--- src/rtl/core/slpg_pkg.sv ---
`timescale 1ns / 1ps

package slpg_pkg;

    // Register map indexes (byte address is 4 * index).
    localparam int unsigned APB_ADDR_W = 5;
    localparam logic [2:0] REG_MODE        = 3'd0;
    localparam logic [2:0] REG_ENABLE      = 3'd1;
    localparam logic [2:0] REG_HB_ON       = 3'd2;
    localparam logic [2:0] REG_HB_OFF      = 3'd3;
    localparam logic [2:0] REG_SETUP_HALF  = 3'd4;
    localparam logic [2:0] REG_PULSE       = 3'd5;
    localparam logic [2:0] REG_CONNECT_GAP = 3'd6;
    localparam logic [2:0] REG_ERROR_GAP   = 3'd7;

    // LED mode codes.
    localparam logic [2:0] MODE_OFF       = 3'd0;
    localparam logic [2:0] MODE_ON        = 3'd1;
    localparam logic [2:0] MODE_HEARTBEAT = 3'd2;
    localparam logic [2:0] MODE_SETUP     = 3'd3;
    localparam logic [2:0] MODE_CONNECT   = 3'd4;
    localparam logic [2:0] MODE_ERROR     = 3'd5;

    // Step at which each pulse train sits in its gap.
    localparam logic [2:0] CONNECT_GAP_STEP = 3'd4;
    localparam logic [2:0] ERROR_GAP_STEP   = 3'd6;

    // Reset values of the registers.
    localparam logic [2:0]  RST_MODE        = MODE_OFF;
    localparam logic        RST_ENABLE      = 1'b1;
    localparam logic [15:0] RST_HB_ON       = 16'd100;
    localparam logic [15:0] RST_HB_OFF      = 16'd900;
    localparam logic [15:0] RST_SETUP_HALF  = 16'd150;
    localparam logic [15:0] RST_PULSE       = 16'd120;
    localparam logic [15:0] RST_CONNECT_GAP = 16'd1200;
    localparam logic [15:0] RST_ERROR_GAP   = 16'd1500;

    // Current register contents.
    typedef struct packed {
        logic [2:0]  led_mode;
        logic        led_enable;
        logic [15:0] heartbeat_on_ms;
        logic [15:0] heartbeat_off_ms;
        logic [15:0] setup_half_ms;
        logic [15:0] pulse_ms;
        logic [15:0] connect_gap_ms;
        logic [15:0] error_gap_ms;
    } slpg_cfg_t;

    // Side effects of register writes on the pattern state.
    typedef struct packed {
        logic mode_write;
        logic disable_write;
    } slpg_cfg_evt_t;

endpackage

--- src/rtl/core/slpg_time_if.sv ---
`timescale 1ns / 1ps

interface slpg_time_if;
    logic        valid;
    logic        ready;
    logic [31:0] now_ms;

    modport source (output valid, output now_ms, input ready);
    modport sink (input valid, input now_ms, output ready);
endinterface

--- src/rtl/core/slpg_led_if.sv ---
`timescale 1ns / 1ps

interface slpg_led_if;
    logic valid;
    logic ready;
    logic led_on;

    modport source (output valid, output led_on, input ready);
    modport sink (input valid, input led_on, output ready);
endinterface

--- src/rtl/core/slpg_regs.sv ---
`timescale 1ns / 1ps

module slpg_regs
    import slpg_pkg::*;
(
    input  logic                  clk,
    input  logic                  rst_n,
    input  logic                  psel,
    input  logic                  penable,
    input  logic                  pwrite,
    input  logic [APB_ADDR_W-1:0] paddr,
    input  logic [31:0]           pwdata,
    output logic [31:0]           prdata,
    output logic                  pready,
    output slpg_cfg_t             cfg,
    output slpg_cfg_evt_t         cfg_evt
);

    slpg_cfg_t  cfg_reg;
    slpg_cfg_t  cfg_next;
    logic       wr_en;
    logic [2:0] wr_idx;

    assign pready = 1'b1;
    assign wr_en  = psel && penable && pwrite;
    assign wr_idx = paddr[APB_ADDR_W-1:2];
    assign cfg    = cfg_reg;

    // Register write decode.
    always_comb
    begin
        cfg_next = cfg_reg;
        if (wr_en)
        begin
            unique case (wr_idx)
                REG_MODE:        cfg_next.led_mode         = pwdata[2:0];
                REG_ENABLE:      cfg_next.led_enable       = pwdata[0];
                REG_HB_ON:       cfg_next.heartbeat_on_ms  = pwdata[15:0];
                REG_HB_OFF:      cfg_next.heartbeat_off_ms = pwdata[15:0];
                REG_SETUP_HALF:  cfg_next.setup_half_ms    = pwdata[15:0];
                REG_PULSE:       cfg_next.pulse_ms         = pwdata[15:0];
                REG_CONNECT_GAP: cfg_next.connect_gap_ms   = pwdata[15:0];
                REG_ERROR_GAP:   cfg_next.error_gap_ms     = pwdata[15:0];
                default:         cfg_next = cfg_reg;
            endcase
        end
    end

    // Pattern side effects of mode and enable writes.
    assign cfg_evt.mode_write    = wr_en && (wr_idx == REG_MODE);
    assign cfg_evt.disable_write = wr_en && (wr_idx == REG_ENABLE) && !pwdata[0];

    always_ff @(posedge clk or negedge rst_n)
    begin
        if (!rst_n)
        begin
            cfg_reg.led_mode         <= RST_MODE;
            cfg_reg.led_enable       <= RST_ENABLE;
            cfg_reg.heartbeat_on_ms  <= RST_HB_ON;
            cfg_reg.heartbeat_off_ms <= RST_HB_OFF;
            cfg_reg.setup_half_ms    <= RST_SETUP_HALF;
            cfg_reg.pulse_ms         <= RST_PULSE;
            cfg_reg.connect_gap_ms   <= RST_CONNECT_GAP;
            cfg_reg.error_gap_ms     <= RST_ERROR_GAP;
        end
        else
        begin
            cfg_reg <= cfg_next;
        end
    end

    // Register read mux.
    always_comb
    begin
        unique case (wr_idx)
            REG_MODE:        prdata = {29'd0, cfg_reg.led_mode};
            REG_ENABLE:      prdata = {31'd0, cfg_reg.led_enable};
            REG_HB_ON:       prdata = {16'd0, cfg_reg.heartbeat_on_ms};
            REG_HB_OFF:      prdata = {16'd0, cfg_reg.heartbeat_off_ms};
            REG_SETUP_HALF:  prdata = {16'd0, cfg_reg.setup_half_ms};
            REG_PULSE:       prdata = {16'd0, cfg_reg.pulse_ms};
            REG_CONNECT_GAP: prdata = {16'd0, cfg_reg.connect_gap_ms};
            REG_ERROR_GAP:   prdata = {16'd0, cfg_reg.error_gap_ms};
            default:         prdata = 32'd0;
        endcase
    end

endmodule

--- src/rtl/core/slpg_engine.sv ---
`timescale 1ns / 1ps

module slpg_engine
    import slpg_pkg::*;
#(
    parameter int TIME_BITS = 32
)
(
    input  logic          clk,
    input  logic          rst_n,
    input  slpg_cfg_t     cfg,
    input  slpg_cfg_evt_t cfg_evt,
    input  logic          update,
    input  logic [31:0]   now_ms,
    output logic          led_next
);

    logic                 pin_level_reg;
    logic                 pin_level_next;
    logic                 toggle_level_reg;
    logic                 toggle_level_next;
    logic [2:0]           pattern_step_reg;
    logic [2:0]           pattern_step_next;
    logic [TIME_BITS-1:0] last_time_reg;
    logic [TIME_BITS-1:0] last_time_next;
    logic [TIME_BITS-1:0] now_t;
    logic [TIME_BITS-1:0] elapsed;
    logic [15:0]          hb_limit;
    logic                 force_low;
    logic                 pulse_mode;
    logic [2:0]           gap_step;
    logic [15:0]          gap_ms;

    // Timestamp resized to the internal time width.
    generate
        if (TIME_BITS > 32)
        begin : g_wide
            assign now_t = {{(TIME_BITS-32){1'b0}}, now_ms};
        end
        else
        begin : g_narrow
            assign now_t = now_ms[TIME_BITS-1:0];
        end
    endgenerate

    assign elapsed   = now_t - last_time_reg;
    assign hb_limit  = toggle_level_reg ? cfg.heartbeat_on_ms : cfg.heartbeat_off_ms;
    assign force_low = !cfg.led_enable && (cfg.led_mode != MODE_ON)
                       && (cfg.led_mode != MODE_SETUP) && (cfg.led_mode != MODE_ERROR);
    assign pulse_mode = (cfg.led_mode == MODE_CONNECT) || (cfg.led_mode == MODE_ERROR);
    assign gap_step  = (cfg.led_mode == MODE_ERROR) ? ERROR_GAP_STEP : CONNECT_GAP_STEP;
    assign gap_ms    = (cfg.led_mode == MODE_ERROR) ? cfg.error_gap_ms : cfg.connect_gap_ms;

    // Pattern update for one timestamp.
    always_comb
    begin
        pin_level_next    = pin_level_reg;
        toggle_level_next = toggle_level_reg;
        pattern_step_next = pattern_step_reg;
        last_time_next    = last_time_reg;
        if (force_low)
        begin
            pin_level_next = 1'b0;
        end
        else if (cfg.led_mode == MODE_ON)
        begin
            pin_level_next = 1'b1;
        end
        else if (cfg.led_mode == MODE_HEARTBEAT || cfg.led_mode == MODE_SETUP)
        begin
            if (elapsed >= TIME_BITS'((cfg.led_mode == MODE_SETUP)
                                      ? cfg.setup_half_ms : hb_limit))
            begin
                last_time_next    = now_t;
                toggle_level_next = !toggle_level_reg;
                pin_level_next    = !toggle_level_reg;
            end
        end
        else if (pulse_mode)
        begin
            if (pattern_step_reg == 3'd0)
            begin
                pin_level_next    = 1'b1;
                last_time_next    = now_t;
                pattern_step_next = 3'd1;
            end
            else if (pattern_step_reg < gap_step)
            begin
                if (elapsed > TIME_BITS'(cfg.pulse_ms))
                begin
                    pin_level_next    = !pattern_step_reg[0];
                    last_time_next    = now_t;
                    pattern_step_next = pattern_step_reg + 3'd1;
                end
            end
            else if (elapsed > TIME_BITS'(gap_ms))
            begin
                pattern_step_next = 3'd0;
            end
        end
        else
        begin
            pin_level_next = 1'b0;
        end
    end

    assign led_next = pin_level_next;

    // Pattern state; register writes are for the user to make only while idle; the block itself does not enforce it.
    always_ff @(posedge clk or negedge rst_n)
    begin
        if (!rst_n)
        begin
            pin_level_reg    <= 1'b0;
            toggle_level_reg <= 1'b0;
            pattern_step_reg <= 3'd0;
            last_time_reg    <= '0;
        end
        else if (cfg_evt.mode_write)
        begin
            pin_level_reg    <= 1'b0;
            toggle_level_reg <= 1'b0;
            pattern_step_reg <= 3'd0;
            last_time_reg    <= '0;
        end
        else if (cfg_evt.disable_write)
        begin
            pin_level_reg <= 1'b0;
        end
        else if (update)
        begin
            pin_level_reg    <= pin_level_next;
            toggle_level_reg <= toggle_level_next;
            pattern_step_reg <= pattern_step_next;
            last_time_reg    <= last_time_next;
        end
    end

endmodule

--- src/rtl/core/status_led_pattern_generator_unit.sv ---
`timescale 1ns / 1ps

// Status LED pattern generator.
// Each transaction on time_in carries a millisecond timestamp (now_ms); the
// block advances the LED pattern selected by the mode register and returns
// one transaction on led_out holding the LED level after that update.
// The pattern state is updated in the cycle the timestamp is accepted, and
// the result is registered into the output register or the skid register.
// Unless the receiver stalls, throughput is one timestamp per cycle: the update
// is one subtract, one compare and a small step transition between the state registers.
// A two-entry output buffer (output register plus skid register) lets a new
// timestamp be accepted while a result waits; time_in.ready drops only when
// both entries are full because the receiver has stalled.
// Registers are written through the APB port at byte address 4 * index and
// must be written only while the block is idle. Writing the mode restarts
// the pattern with the LED low; clearing the enable forces the LED low except in the on, setup and error modes.
// Reset (rst_n low, asynchronous) loads the register defaults, clears the
// pattern state and empties the output buffer.
module status_led_pattern_generator_unit
    import slpg_pkg::*;
#(
    parameter int TIME_BITS = 32
)
(
    input  logic                  clk,
    input  logic                  rst_n,
    slpg_time_if.sink             time_in,
    slpg_led_if.source            led_out,
    input  logic                  psel,
    input  logic                  penable,
    input  logic                  pwrite,
    input  logic [APB_ADDR_W-1:0] paddr,
    input  logic [31:0]           pwdata,
    output logic [31:0]           prdata,
    output logic                  pready
);

    slpg_cfg_t     cfg;
    slpg_cfg_evt_t cfg_evt;
    logic          in_take;
    logic          out_take;
    logic          led_next;
    logic          out_valid_reg;
    logic          out_valid_next;
    logic          out_led_reg;
    logic          out_led_next;
    logic          skid_valid_reg;
    logic          skid_valid_next;
    logic          skid_led_reg;
    logic          skid_led_next;

    slpg_regs u_regs (
        .clk     (clk),
        .rst_n   (rst_n),
        .psel    (psel),
        .penable (penable),
        .pwrite  (pwrite),
        .paddr   (paddr),
        .pwdata  (pwdata),
        .prdata  (prdata),
        .pready  (pready),
        .cfg     (cfg),
        .cfg_evt (cfg_evt)
    );

    slpg_engine #(
        .TIME_BITS (TIME_BITS)
    ) u_engine (
        .clk      (clk),
        .rst_n    (rst_n),
        .cfg      (cfg),
        .cfg_evt  (cfg_evt),
        .update   (in_take),
        .now_ms   (time_in.now_ms),
        .led_next (led_next)
    );

    assign time_in.ready  = !skid_valid_reg;
    assign in_take        = time_in.valid && !skid_valid_reg;
    assign out_take       = out_valid_reg && led_out.ready;
    assign led_out.valid  = out_valid_reg;
    assign led_out.led_on = out_led_reg;

    // Output buffer: results enter the output register when it frees up,
    // otherwise they wait in the skid register.
    always_comb
    begin
        out_valid_next  = out_valid_reg;
        out_led_next    = out_led_reg;
        skid_valid_next = skid_valid_reg;
        skid_led_next   = skid_led_reg;
        if (!out_valid_reg || out_take)
        begin
            if (skid_valid_reg)
            begin
                out_valid_next  = 1'b1;
                out_led_next    = skid_led_reg;
                skid_valid_next = 1'b0;
            end
            else
            begin
                out_valid_next = in_take;
                out_led_next   = led_next;
            end
        end
        else if (in_take)
        begin
            skid_valid_next = 1'b1;
            skid_led_next   = led_next;
        end
    end

    always_ff @(posedge clk or negedge rst_n)
    begin
        if (!rst_n)
        begin
            out_valid_reg  <= 1'b0;
            skid_valid_reg <= 1'b0;
        end
        else
        begin
            out_valid_reg  <= out_valid_next;
            skid_valid_reg <= skid_valid_next;
        end
    end

    always_ff @(posedge clk)
    begin
        out_led_reg  <= out_led_next;
        skid_led_reg <= skid_led_next;
    end

endmodule
--- src/flat_wrapper.sv ---
// flat-port wrapper written by rule: the top's interface ports become plain ports
module status_led_pattern_generator_unit_flat import slpg_pkg::*;
#(
    parameter int TIME_BITS = 32
)
  (clk, rst_n, psel, penable, pwrite, paddr, pwdata, prdata, pready, time_in_valid, time_in_now_ms, time_in_ready, led_out_valid, led_out_led_on, led_out_ready);
  slpg_time_if time_in_i ();
  slpg_led_if led_out_i ();
  input  logic clk;
  input  logic rst_n;
  input  logic psel;
  input  logic penable;
  input  logic pwrite;
  input  logic [APB_ADDR_W-1:0] paddr;
  input  logic [31:0] pwdata;
  output logic [31:0] prdata;
  output logic pready;
  input wire logic [$bits(time_in_i.valid)-1:0] time_in_valid;
  input wire logic [$bits(time_in_i.now_ms)-1:0] time_in_now_ms;
  output wire logic [$bits(time_in_i.ready)-1:0] time_in_ready;
  output wire logic [$bits(led_out_i.valid)-1:0] led_out_valid;
  output wire logic [$bits(led_out_i.led_on)-1:0] led_out_led_on;
  input wire logic [$bits(led_out_i.ready)-1:0] led_out_ready;
  assign time_in_i.valid = time_in_valid;
  assign time_in_i.now_ms = time_in_now_ms;
  assign time_in_ready = time_in_i.ready;
  assign led_out_valid = led_out_i.valid;
  assign led_out_led_on = led_out_i.led_on;
  assign led_out_i.ready = led_out_ready;
  status_led_pattern_generator_unit #(.TIME_BITS(TIME_BITS)) u_core (.clk(clk), .rst_n(rst_n), .time_in(time_in_i), .led_out(led_out_i), .psel(psel), .penable(penable), .pwrite(pwrite), .paddr(paddr), .pwdata(pwdata), .prdata(prdata), .pready(pready));
endmodule
--- config.mk ---
export PLATFORM = sky130hd
export DESIGN_NAME = status_led_pattern_generator_unit_flat
export DESIGN_NICKNAME = d
export VERILOG_FILES = /design/src/rtl/core/slpg_pkg.sv /design/src/rtl/core/slpg_time_if.sv /design/src/rtl/core/slpg_led_if.sv /design/src/rtl/core/slpg_regs.sv /design/src/rtl/core/slpg_engine.sv /design/src/rtl/core/status_led_pattern_generator_unit.sv /design/src/flat_wrapper.sv
export SDC_FILE = /design/constraint.sdc
export NUM_CORES = 1
export LEC_CHECK = 0
export BUFFER_PORTS_ARGS = -buffer_cell sky130_fd_sc_hd__buf_2
export CAP_MARGIN = 40
export CORE_MARGIN = 10
export CORE_UTILIZATION = 55
export CTS_BUF_LIST = sky130_fd_sc_hd__clkbuf_2
export CTS_CLUSTER_DIAMETER = 80
export DETAILED_ROUTE_END_ITERATION = 10
export GPL_TIMING_DRIVEN = 0
export PLACE_DENSITY = 0.87
export SYNTH_ARGS = -nofsm -noshare
export SYNTH_HDL_FRONTEND = slang
export SYNTH_SLANG_ARGS = --single-unit
--- constraint.sdc ---
create_clock -name clk -period 4.8 [get_ports clk]
set_input_delay 1.2 -clock clk [delete_from_list [all_inputs] [get_ports clk]]
set_output_delay 1.2 -clock clk [all_outputs]
set_load 0.02 [all_outputs]
# After elaboration in Yosys (flattened, before gate mapping)
# Index checks and enable logic that the tools add are counted.
# Widths: inputs -> output; s select.
word_totals:
  reg_bits: 141
  input_bits: 76
  output_inout_bits: 36
  elab_cells: 136
classes:
  n_addsub: 2
  n_lt_le_gt_ge: 4
  eq_ne: 21
  n_mux: 49
  bitwise_logic: 1
  reduce_logical: 43
ops:
  columns: ["op", "n"]
  rows:
  - ["$mux 32", 11]
  - ["$pmux 32 s8", 1]
  - ["$gt 32x16->1", 2]
  - ["$mux 16", 3]
  - ["$mux 3", 11]
  - ["$ge 32x16->1", 1]
  - ["$sub 32x32->32", 1]
  - ["$mux 1", 22]
  - ["$eq 3x3->1 const B", 6]
  - ["$reduce_and 2->1", 9]
  - ["$reduce_and 8->1", 2]
  - ["$eq 3x2->1 const B", 4]
  - ["$reduce_bool 4->1", 3]
  - ["$logic_and 1x1->1", 10]
  - ["$reduce_bool 2->1", 5]
  - ["$ne 2x1->1 const B", 4]
  - ["$eq 3x1->1 const B", 2]
  - ["$logic_not 1->1", 6]
  - ["$logic_not 3->1", 2]
  - ["$ne 3x1->1 const B", 2]
  - ["$reduce_and 6->1", 1]
  - ["$reduce_bool 3->1", 2]
  - ["$ne 4x2->1 const B", 1]
  - ["$add 3x1->3 const B", 1]
  - ["other kinds (6)", 8]

# Depth between registers and ports, before layout
# Gate-level depths: netlist of the first run.
logic_depth:
  ltp_word: 13
  ltp_mapped: 22
  ltp_nobuf: 21

# Modules after synthesis
# From an unflattened synthesis of the first run, not the netlist that was laid out.
unflattened:
  hier_cells: 1118
  hier_area_um2: 11099.4
by_module_without_submodules:
  columns: ["mod", "instances", "cells_each", "area_per_inst_um2", "seq_area_each_um2"]
  rows:
  - ["slpg_engine", 1, 754, 6043.3, 925.9]
  - ["slpg_regs", 1, 352, 4885.9, 2536.2]
  - ["status_led_pattern_generator_unit", 1, 12, 170.2, 110.1]

# Worst setup path after synthesis of the first run
# No wires, ideal clock.
synth_timing:
  kind: "input -> register"
  from: "input port time_in_now_ms[0]"
  to: "register u_core.u_engine.last_time_reg[0]"
  setup_time_ns: 0.123
  t_arrival_ns: 5.149
  required_time_ns: 4.677
  path_slack_ns: -0.472
  stages: 22
  path_buffers: 1
  cell_sequence: "inv_1 -> ha_1 -> fa_1 -> nand2b_1 -> a21oi_1 -> o21ai_1 -> o21ai_0 -> a21o_1 -> a21oi_1 -> xnor2_1 -> ha_1 -> nand4_1 -> nor4_1 -> nand2_1 -> a2111oi_0 -> a211oi_1 -> o21a_1 -> nor3_1 -> nand4_1 -> o2bb2ai_4 -> buf_12 -> mux2i_1"
synth_via:
  elab_chain_cells: 10
  word_cells_on_any_way: 17
  cone_classes: "1 x add/sub; 2 x order compare; 1 x eq/ne; 11 x mux; 2 x reduce/logical"
synth_lines:
  columns: ["element", "line_no", "text"]
  rows:
  - ["from (decl)", "flat_wrapper.sv:19", "input wire logic [$bits(time_in_i.now_ms)-1:0] time_in_now_ms;"]
  - ["branches (longest 10 deep; another with $sub 32x32->32)", null, null]
  - ["to (signal assigned)", "slpg_engine.sv:135", "last_time_reg <= last_time_next;"]
  - ["to (decl)", "slpg_engine.sv:24", "logic [TIME_BITS-1:0] last_time_reg;"]
# Several ways; the timed one is not identified. The select of a mux whose other input is x is not followed.
# A chain may end at the register's enable or synchronous reset.

# Worst setup path after layout of the first run
layout_timing:
  from: "input port paddr[4]"
  to: "output port prdata[3]"
layout_via:
  elab_chain_cells: 2
  word_cells_on_any_way: 9
  cone_classes: "7 x eq/ne; 1 x mux; 1 x reduce/logical"
layout_lines:
  columns: ["element", "line_no", "text"]
  rows:
  - ["from (decl)", "flat_wrapper.sv:14", "input logic [APB_ADDR_W-1:0] paddr;"]
  - ["$eq 3x3->1, or another cell as far along", "slpg_regs.sv:75", "unique case (wr_idx)"]
  - ["$pmux 32 s8 *", "slpg_regs.sv:75", null]
  - ["to (decl)", "flat_wrapper.sv:16", "output logic [31:0] prdata;"]
# Every way passes the cells marked *; elsewhere a longest branch is shown, timed or not. The select of a mux whose other input is x is not followed.

==> results.cfg, run 1 <==
[yosys]
avgSynthCellArea_um2 = 9.077
yosysWarnings = 0
synthArstFlopShare_pct = 98.58
syn_area_um2 = 10850
yosys_register_bits = 141
yosysTopAreaCell = dfrtp_1
yosysSeqAreaShare_pct = 32.93
synth_ff_type = dfrtp_1
synth_cell_types = 79
yosysTopAreaCellShare_pct = 25.84
synth_edf_count = 2
synth.area.top_cells = dfrtp_1 (26%), mux2_2 (9.6%), ha_1 (9.2%)
syn_inst = 1195

[power]
p_comb_share_pct = 60.4
switching_share_pct = 48.28
seqPwrFrac_pct = 28.2
ir_worst_vdd_v = 0.0002826
power_density_nw_per_um2 = 501.6
total_power_mw = 6.085
internal-power_mw = 3.147
power_switching_mw = 2.938
leakage_nw = 5.596
pwr-share-clk_pct = 11.4

[layout]
largest_register_ffs = 100
layout.nets = 1468
final_layout_size_suffix_gt1_share_pct = 23.11
fillCellCount = 1576
area_growth_pct = 11.84

[routing]
vias = 10080
detail_route.iter0.violations = 1139
wl_per_cell_um = 20.43
drt_wl_total_um = 32490
drt.antenna.violating_nets = 0
drt-vias-per-instance = 6.340
dr.pass1.iters = 6
drcViolationCount = 0

[worst_setup_path]
critical_path.startpoint_type = input pin
cpPeakStageDelay_ps = 510
crit_path_end_kind = primary output
path_cells = clkbuf_1, clkinv_1, nor2_1, clkbuf_2, a221oi_1, o22ai_1, buf_2
cp_max_fo = 10
cp_num_buf_inv = 4
crit_family = buffers and inverters
crit_slowest_cell = clkinv_1
worst_ep_arrival_time_ps = 3580
worstPathRequired_ps = 3600
critPathKind = in2out

[clock_tree]
root_buffer = clkbuf_2
clk_path_buf_depth = 2
cts_sinks = 141
clk_pin_slew_ps = 260
cts_tree = done
holdBufCountCts = 0
clk-insertion-delay-late_ps = 820
htreeDepth = 4
cts_made_buffers = 17

[sta]
skew_ps = 46.82
hold_violations = 0
setup_viol = 0
finalCriticalPeriod_ps = 4777
finalMaxSlewViolations = 0
slew_headroom_pct = 41.32
worst_pin_slew_ps = 880.2
clock.fmax_mhz = 209.3
post-route-period-util_pct = 99.53
hold_ws_ps = 279.0
fin_tns_setup_ps = 0

[global_routing]
grt_most_used_layer = met2
track_usage_pct = 24.03
grtUsageMet2_pct = 37.43
grt_start_max_net_pins = 85
met1_usage_pct = 30.65
grt_pass1_vias = 9779
gr-usage-met3_pct = 6.544
globalRoute.totalOverflow = 0
grt_antenna_before_repair = 1
grt_first_pass_wirelength_um = 50560

[place]
place_congestion = 0.9934
io_buffers = 74
place.detailed.hpwl_um = 24240

[floorplanning]
ios = 112
initial_core_util_pct = 55.73
die_w_um = 160.4
die_h_um = 160.4
die_area_um2 = 25740
rows = 51
core_area_um2 = 19460

[status]
status = finished clean

[run]
drv_cap = 0

[hold_path]
hp-class = in2async
cells in the mapped netlist, drive strengths merged, types with 4 or more instances:
library cell    n
a2111oi         4
a211o           4
a211oi         17
a21boi          4
a21o           30
a21oi          66
a221oi         11
and3           11
and4            5
buf            30
clkbuf         42
dfrtp         112
dfstp          27
ha             80
inv            63
mux2           92
mux2i          83
nand2         178
nand2b          8
nand3          16
nand4          23
nor2           65
nor2b          15
nor3           17
nor4            6
o211ai          8
o21a            5
o21ai          82
o21bai          4
o31ai           4
or3             8
xnor2           9
xor2            7
per-stage QoR:
step                      setup WS [ps]  std cells  util [%]  area, um2
after global placement           -640.0       1549     59.84      11650
after CTS                         2.305       1584     61.23      11920
after global routing             -23.28       1590     62.33      12130
final                             22.64       1590     62.33      12130
after detailed placement         -753.6       1552     60.11      11700
after floorplan                   2.204       1210         -      10940
cell usage in the layout, fill, tap and decap left out, types with 15 or more instances in the layout:
master | synthesis | layout
a211oi_1 | 17 | 16
conb_1 | 2 | 17
a21o_1 | 30 | 30
dfstp_2 | 27 | 27
inv_1 | 63 | 63
nand2_1 | 178 | 178
buf_4 | 17 | 24
nor2b_1 | 15 | 15
mux2i_1 | 83 | 82
dfrtp_1 | 112 | 112
clkbuf_1 | 42 | 39
clkbuf_2 | 0 | 19
buf_2 | 3 | 78
nand4_1 | 23 | 23
mux2_2 | 92 | 92
nor3_1 | 17 | 16
nand3_1 | 16 | 16
nor2_1 | 65 | 65
ha_1 | 80 | 78
a21oi_1 | 62 | 59
o21ai_0 | 74 | 72
area by class of cell:
| type | count | area, um2 | share of cell area [%] |
|---|---|---|---|
| Clock inverter | 15 | 130.1 | 1.073 |
| Inverter | 64 | 240.2 | 1.980 |
| Tap cell | 265 | 331.6 | 2.733 |
| Antenna cell | 1 | 2.502 | 0.02063 |
| Multi-Input combinational cell | 933 | 6863 | 56.58 |
| Sequential cell | 141 | 3572 | 29.45 |
| Timing Repair Buffer | 85 | 518.0 | 4.270 |
| Clock buffer | 17 | 85.08 | 0.7014 |
| Buffer | 69 | 387.9 | 3.198 |
path summary, 6_finish.rpt:
path                       cells after the start                               from                           endpoint  slack (ps)
max                                            7                           paddr[4]                          prdata[3]          20
min                                            1                              rst_n  u_core.u_engine.last_time_reg[17]         280
max reg2reg                                   19   u_core.u_engine.last_time_reg[0]   u_core.u_engine.last_time_reg[5]         170
min reg2reg                                    2  u_core.u_engine.last_time_reg[10]  u_core.u_engine.last_time_reg[10]         540
max in group asynchronous                      2                              rst_n              u_core.u_regs.cfg[38]        3650
min in group clk                               2  u_core.u_engine.last_time_reg[10]  u_core.u_engine.last_time_reg[10]         540
kinds of logic after synthesis:
kind of cell / synth area share, %
simple gates: 15.30
compound gates: 17.32
buf+inv: 5.848
mux: 17.83
fa+ha+maj: 9.413
xor+xnor: 1.292
flops: 32.93
other cells: 0.06924
power by group through the flow:
stage / clock, mW / sequential [mW] / combinational [mW]
after floorplan: 0 / 1.66 / 2.58
after global placement: 0 / 1.71 / 3.25
after detailed placement: 0 / 1.73 / 3.41
after CTS: 0.690 / 1.71 / 3.44
after global routing: 0.745 / 1.74 / 4.04
final: 0.696 / 1.71 / 3.67
repair_timing:
action | in CTS | in global routing
resized for setup | 2 | 23
cloned | 0 | 2
setup endpoints to repair | 6 | 46
pin swaps | 0 | 9
setup buffers | 0 | 6
routing by layer:
layer / wire length (um) / vias up
li1: - / 4524
met2: 14690 / 665
met5: 0 / -
met1: 13030 / 4745
met3: 3400 / 146
met4: 1371 / 0
worst reg2reg max path, delay by kind of cell, from the launching register on:
kind,cells,cell delay (ps)
compound gates,7,1640
fa+ha+maj,3,820
xor+xnor,1,290
mux,1,190
buf+inv,2,420
flops,1,460
simple gates,5,770
Note: power is estimated with default switching activity, not from simulation.
==> inputs of run 2 (changes only) <==
--- a/config.mk
+++ b/config.mk
@@ -8,12 +8,13 @@
 export BUFFER_PORTS_ARGS = -buffer_cell sky130_fd_sc_hd__buf_2
 export CAP_MARGIN = 40
 export CORE_MARGIN = 10
-export CORE_UTILIZATION = 55
+export CORE_UTILIZATION = 45
 export CTS_BUF_LIST = sky130_fd_sc_hd__clkbuf_2
 export CTS_CLUSTER_DIAMETER = 80
 export DETAILED_ROUTE_END_ITERATION = 10
 export GPL_TIMING_DRIVEN = 0
-export PLACE_DENSITY = 0.87
+export PLACE_DENSITY = 0.76
 export SYNTH_ARGS = -nofsm -noshare
 export SYNTH_HDL_FRONTEND = slang
+export SYNTH_HIERARCHICAL = 1
 export SYNTH_SLANG_ARGS = --single-unit
==> run 2 against run 1 <==
  * Global-route usage is 4.3 points lower
  * Design area grew 3.3%
  * Clock-buffer cell count is the same
  * Highest routed layer unchanged
==> results.cfg, run 2 <==
[yosys]
yosysTopAreaCell = dfrtp_1
yosysSeqAreaShare_pct = 32.18
avgSynthCellArea_um2 = 9.928
synth.area.top_cells = dfrtp_1 (25%), mux2_2 (11%), ha_1 (9.0%)
yosysTopAreaCellShare_pct = 25.25
synth_ff_type = dfrtp_1
synth_edf_count = 2
yosysWarnings = 6
yosys_register_bits = 141
syn_area_um2 = 11100
synth_cell_types = 97
syn_inst = 1118
yosysMostFrequentCell = dfrtp_1
synthArstFlopShare_pct = 98.58
synth_common_cells = dfrtp_1 (112), mux2_2 (106), mux2i_1 (92)

[sta]
finalMaxSlewViolations = 0
hold_violations = 0
finalCriticalPeriod_ps = 4717
post-route-period-util_pct = 98.27
fin_tns_setup_ps = 0
worst_pin_slew_ps = 826.5
setup_viol = 0
skew_ps = 36.73
clock.fmax_mhz = 212.0
hold_ws_ps = 375.5
slew_headroom_pct = 43.48

[layout]
layout.nets = 1395
area_growth_pct = 12.91
fillCellCount = 2248
multiInputGateArea_um2 = 7171
final_cell_mix = dfrtp_1 (109), mux2_2 (106), mux2i_1 (90)
seq_area_um2 = 3576
largest_register_ffs = 100
final_layout_size_suffix_gt1_share_pct = 30.06
layout_commonest_cell = dfrtp_1
layout.cells.non_filler = 1576

[power]
ir_worst_vdd_v = 0.0002704
power_density_nw_per_um2 = 573.7
leakage_nw = 5.697
total_power_mw = 7.189

[routing]
drt_wl_total_um = 31240
drcViolationCount = 0
dr.pass1.iters = 5
wl_per_cell_um = 19.82
detail_route.iter0.violations = 775
vias = 9142
drt.antenna.violating_nets = 0
drt-vias-per-instance = 5.801

[clock_tree]
clk-insertion-delay-late_ps = 750
cts_made_buffers = 17
cts_tree = done
htreeDepth = 4
cts_sinks = 141
root_buffer = clkbuf_2
clk_path_buf_depth = 2
clk_pin_slew_ps = 260

[worst_setup_path]
critPathKind = in2reg
cp_max_fo = 4
worst_ep_arrival_time_ps = 5270
worstPathRequired_ps = 5350
path_cells = buf_2, ha_1, a21o_1, a211o_1, o21ai_2, o21ai_2, nand2_1, nand2_1, a21oi_2, xnor2_2, ha_1, nand4_1, or4_1, o21ai_1, a21oi_1, maj3_2, o21ai_4, nand3b_1, nor3_1, nor3_2, mux2_4
crit_slowest_cell = or4_1
crit_path_end_kind = flip-flop
cpPeakStageDelay_ps = 470
critical_path.startpoint_type = input pin

[place]
place_congestion = 0.9327
place.detailed.hpwl_um = 24070
dp.cells = 1537
io_buffers = 75

[global_routing]
globalRoute.totalOverflow = 0
grt_first_pass_wirelength_um = 49490
track_usage_pct = 19.71
grt_start_max_net_pins = 77
grt_antenna_before_repair = 1
grt_pass1_vias = 9039

[floorplanning]
die_w_um = 177.1
core_area_um2 = 24320
die_h_um = 177.1
die_area_um2 = 31350
initial_core_util_pct = 45.64
ios = 112
rows = 57

[hold_path]
hp-class = in2async

[run]
drv_cap = 0

[status]
status = finished clean
run 2: metal layers:
layer / wire (um) / vias to the layer above / track usage (%)
met5: 0 / - / 0
met4: 696 / 0 / 5.989
met3: 2460 / 56 / 3.840
met2: 14550 / 376 / 31.59
met1: 13540 / 4397 / 26.26
li1: - / 4313 / -
run 2: final cells by class:
| type | instances | share of cell area, % |
|---|---|---|
| Timing Repair Buffer | 87 | 4.044 |
| Clock inverter | 15 | 1.008 |
| Tap cell | 324 | 3.235 |
| Multi-Input combinational cell | 863 | 57.22 |
| Antenna cell | 1 | 0.01997 |
| Sequential cell | 141 | 28.53 |
| Buffer | 69 | 3.435 |
| Inverter | 59 | 1.827 |
| Clock buffer | 17 | 0.6789 |
run 2: worst max-delay path, delay by kind of cell:
kind            cells  cell delay, ps
compound gates      8            1420
xor+xnor            1             140
fa+ha+maj           3             910
buf+inv             1             110
mux                 1             270
simple gates        7            1210
run 2: final timing paths:
check	slack, ps	cells past startpoint	to	startpoint
min reg2reg	560	1	u_core/u_regs/cfg[53]	u_core/u_regs/cfg[53]
max	80	21	u_core/led_out.led_on	time_in_now_ms[3]
min in group clk	560	1	u_core/u_regs/cfg[53]	u_core/u_regs/cfg[53]
max in group asynchronous	3570	2	u_core/u_regs/cfg[85]	rst_n
min	380	1	u_core/u_engine/last_time_reg[18]	rst_n
max reg2reg	180	21	u_core/led_out.led_on	u_core/u_engine/last_time_reg[4]
run 2: cells by family (layout without fill, tap and decap cells):
kind of cell	count (synthesis)	in the layout	synth area share [%]
AND/OR/NAND/NOR	292	292	15.39
multiplexers	203	203	19.90
XOR/XNOR	17	17	1.341
other	2	18	0.06766
flip-flops	141	141	32.18
AO/OA/AOI/OAI	252	252	16.00
adder cells (fa/ha/maj)	82	82	9.289
buffers and inverters	129	247	5.839
run 2: report_power, final:
group          internal, mW  total, mW  switching [mW]
Sequential             1.54       1.80           0.255
Combinational          2.04       4.71            2.67
Clock                 0.155      0.681           0.526
run 2: through the flow:
stage	setup WS [ps]	instance area [um2]	util, %
after global placement	-820.6	12100	49.74
final	82.95	12530	51.53
after detailed placement	-831.9	12180	50.06
after CTS	9.898	12410	51.03
after global routing	-36.20	12530	51.53
after floorplan	-11.32	11320	-
run 2: what timing repair did:
item | 4_1_cts | 5_1_grt
pin swaps | 0 | 9
endpoints found under the setup margin | 1 | 37
buffers inserted | 2 | 5
gates resized for setup | 3 | 23
hold buffers | 0 | 0
==> inputs of run 3 (changes only) <==
==> constraint.sdc (replaced) <==
create_clock -name clk -period 4.8 [get_ports clk]
set_input_delay 1.2 -clock clk [delete_from_list [all_inputs] [get_ports clk]]
set_output_delay 1.2 -clock clk [all_outputs]
set_load 0.1 [all_outputs]
==> run 3 against run 2 <==
  * Core utilization increased by 0.43 points
  * Setup slack got worse by 37 ps
  * Design area increased by 0.84%
  * Clock power increased by 19%
  * Clock-buffer cell count increased by 2
  * Wire length decreased by 0.76%
  * Hold slack improved by 12 ps
  * Critical endpoint unchanged
  * Largest cell class unchanged
==> results.cfg, run 3 (synthesized netlist as in run 2, its figures left out) <==
[floorplanning]
die_area_um2 = 31350
initial_core_util_pct = 45.64
die_h_um = 177.1
ios = 112
core_area_um2 = 24320
rows = 57
die_w_um = 177.1

[place]
place_congestion = 0.9553
placed_cell_area_um2 = 12160
io_buffers = 75
place.detailed.hpwl_um = 23870
dp.cells = 1535

[layout]
final_layout_size_suffix_gt1_share_pct = 30.62
layout.nets = 1398
postLayoutCellArea_um2 = 12640
layout_commonest_cell = dfrtp_1
area_growth_pct = 13.85
fin_util_pct = 51.96
final_cell_mix = dfrtp_1 (109), mux2_2 (106), mux2i_1 (90)
layout.cells.non_filler = 1579
largest_register_ffs = 100

[sta]
clock.fmax_mhz = 210.3
post-route-period-util_pct = 99.05
finalMaxSlewViolations = 0
skew_ps = 35.25
hold_ws_ps = 387.4
finalCriticalPeriod_ps = 4754
hold_violations = 0
worst_pin_slew_ps = 808.6
fin_tns_setup_ps = 0
setup_viol = 0
slew_headroom_pct = 44.70

[power]
p_comb_share_pct = 65.3
seqPwrFrac_pct = 24.0
internal-power_mw = 3.904
power_switching_mw = 3.654
pwr-share-clk_pct = 10.8
switching_share_pct = 48.34
leakage_nw = 5.757
ir_worst_vdd_v = 0.0003211
power_density_nw_per_um2 = 598.1

[clock_tree]
clk-insertion-delay-late_ps = 730
cts_sinks = 141
clk_pin_slew_ps = 250
root_buffer = clkbuf_2
cts_tree = done
clk_path_buf_depth = 2
htreeDepth = 4
cts_made_buffers = 17

[routing]
drcViolationCount = 0
wl_per_cell_um = 19.64
dr.pass1.iters = 5
drt-vias-per-instance = 5.848
detail_route.iter0.violations = 769
vias = 9234
drt_wl_total_um = 31010
drt.antenna.violating_nets = 0

[worst_setup_path]
path_cells = buf_2, ha_1, clkbuf_4, nand4_1, o211ai_1, nor2b_1, o21ai_2, nand2_1, nand2_1, a21oi_2, xnor2_2, ha_1, nand4_1, or4_4, o21ai_1, a21oi_1, maj3_2, o21ai_4, nand3b_1, nor3_2, nor3_2, mux2_4
crit_family = simple AND/OR/NAND/NOR gates
cpPeakStageDelay_ps = 440
cp_num_buf_inv = 2
critPathKind = in2reg
crit_slowest_cell = or4_4
critical_path.startpoint_type = input pin
worstPathRequired_ps = 5300
cp_max_fo = 10
worst_ep_arrival_time_ps = 5260
crit_path_end_kind = flip-flop

[global_routing]
grt_start_max_net_pins = 78
grt_first_pass_wirelength_um = 49250
grt_pass1_vias = 9146
grt_antenna_before_repair = 1
track_usage_pct = 19.52
globalRoute.totalOverflow = 0

[hold_path]
hp-class = in2async

[run]
drv_cap = 0

[status]
status = finished clean
==> run 3: changes by cell type in the layout (fill, tap and decap cells not counted), moves of 3 or more <==
| cell | before | now |
|---|---|---|
| o21ai_0 | 43 | 38 |
| buf_4 | 34 | 38 |
| o21ai_1 | 8 | 13 |
| bufinv_16 | 0 | 3 |
==> run 3: metal layers <==
| layer | vias up | track usage, % | share of wire [%] |
|---|---|---|---|
| li1 | 4317 | - | - |
| met1 | 4509 | 25.55 | 44 |
| met2 | 345 | 31.92 | 47 |
| met3 | 63 | 2.987 | 6.5 |
| met4 | 0 | 7.145 | 2.5 |
| met5 | - | 0 | 0 |
==> run 3: final timing paths <==
path	from	slack, ps	to	depth (start not counted)
min in group clk	u_core/u_engine/last_time_reg[9]	550	u_core/u_engine/last_time_reg[9]	2
setup reg to reg	u_core/u_regs/cfg[99]	180	u_core/led_out.led_on	16
setup / recovery	time_in_now_ms[12]	50	u_core/led_out.led_on	22
hold reg to reg	u_core/u_engine/last_time_reg[9]	550	u_core/u_engine/last_time_reg[9]	2
max in group asynchronous	rst_n	3550	u_core/u_regs/cfg[7]	2
hold / removal	rst_n	390	u_core/u_engine/last_time_reg[20]	1
==> run 3: repair_timing <==
action	CTS	global route
hold buffers	0	0
endpoints found under the setup margin	5	38
buffers inserted	1	10
pin swaps	1	13
resized for setup	11	19
==> run 3: worst reg2reg max path: stages, from the launching register on <==
cell and delay [ps]:
dfrtp_2 550, nor2b_2 280, nand2_2 180, clkbuf_4 260, a21oi_1 220, ha_1 260, nand2b_1 140, a21o_1 170
a21oi_1 160, o21ai_0 190, a311o_1 440, a221oi_2 370, o21ai_2 160, nor4_4 360, mux2i_2 290, nor3_2 100
mux2_4 270
==> run 3: cell type report <==
cell class	instances	area [um2]
well taps	324	405.4
inverters	59	229.0
clock inverters	13	180.2
flip-flops and latches	141	3576
repair buffers	90	521.8
plain buffers	69	435.4
fillers	2212	11680
diodes	1	2.502
multi-input cells	863	7192
clock buffers	19	95.09
==> run 3: power groups by stage <==
stage          sequential (mW)  combinational, mW  clock [mW]
2_1_floorplan             1.75               3.57           0
6_report                  1.81               4.93       0.813
3_3_place_gp              1.79               4.50           0
4_1_cts                   1.81               4.68       0.836
3_5_place_dp              1.80               4.65           0
5_1_grt                   1.85               5.42       0.879
==> run 3: stage by stage <==
step                power (mW)  worst slack [ps]
floorplan                5.320            -11.32
detailed placement       6.447            -936.5
global route             8.152            -72.18
finish                   7.558             45.69
global placement         6.287            -832.3
CTS                      7.325             16.61
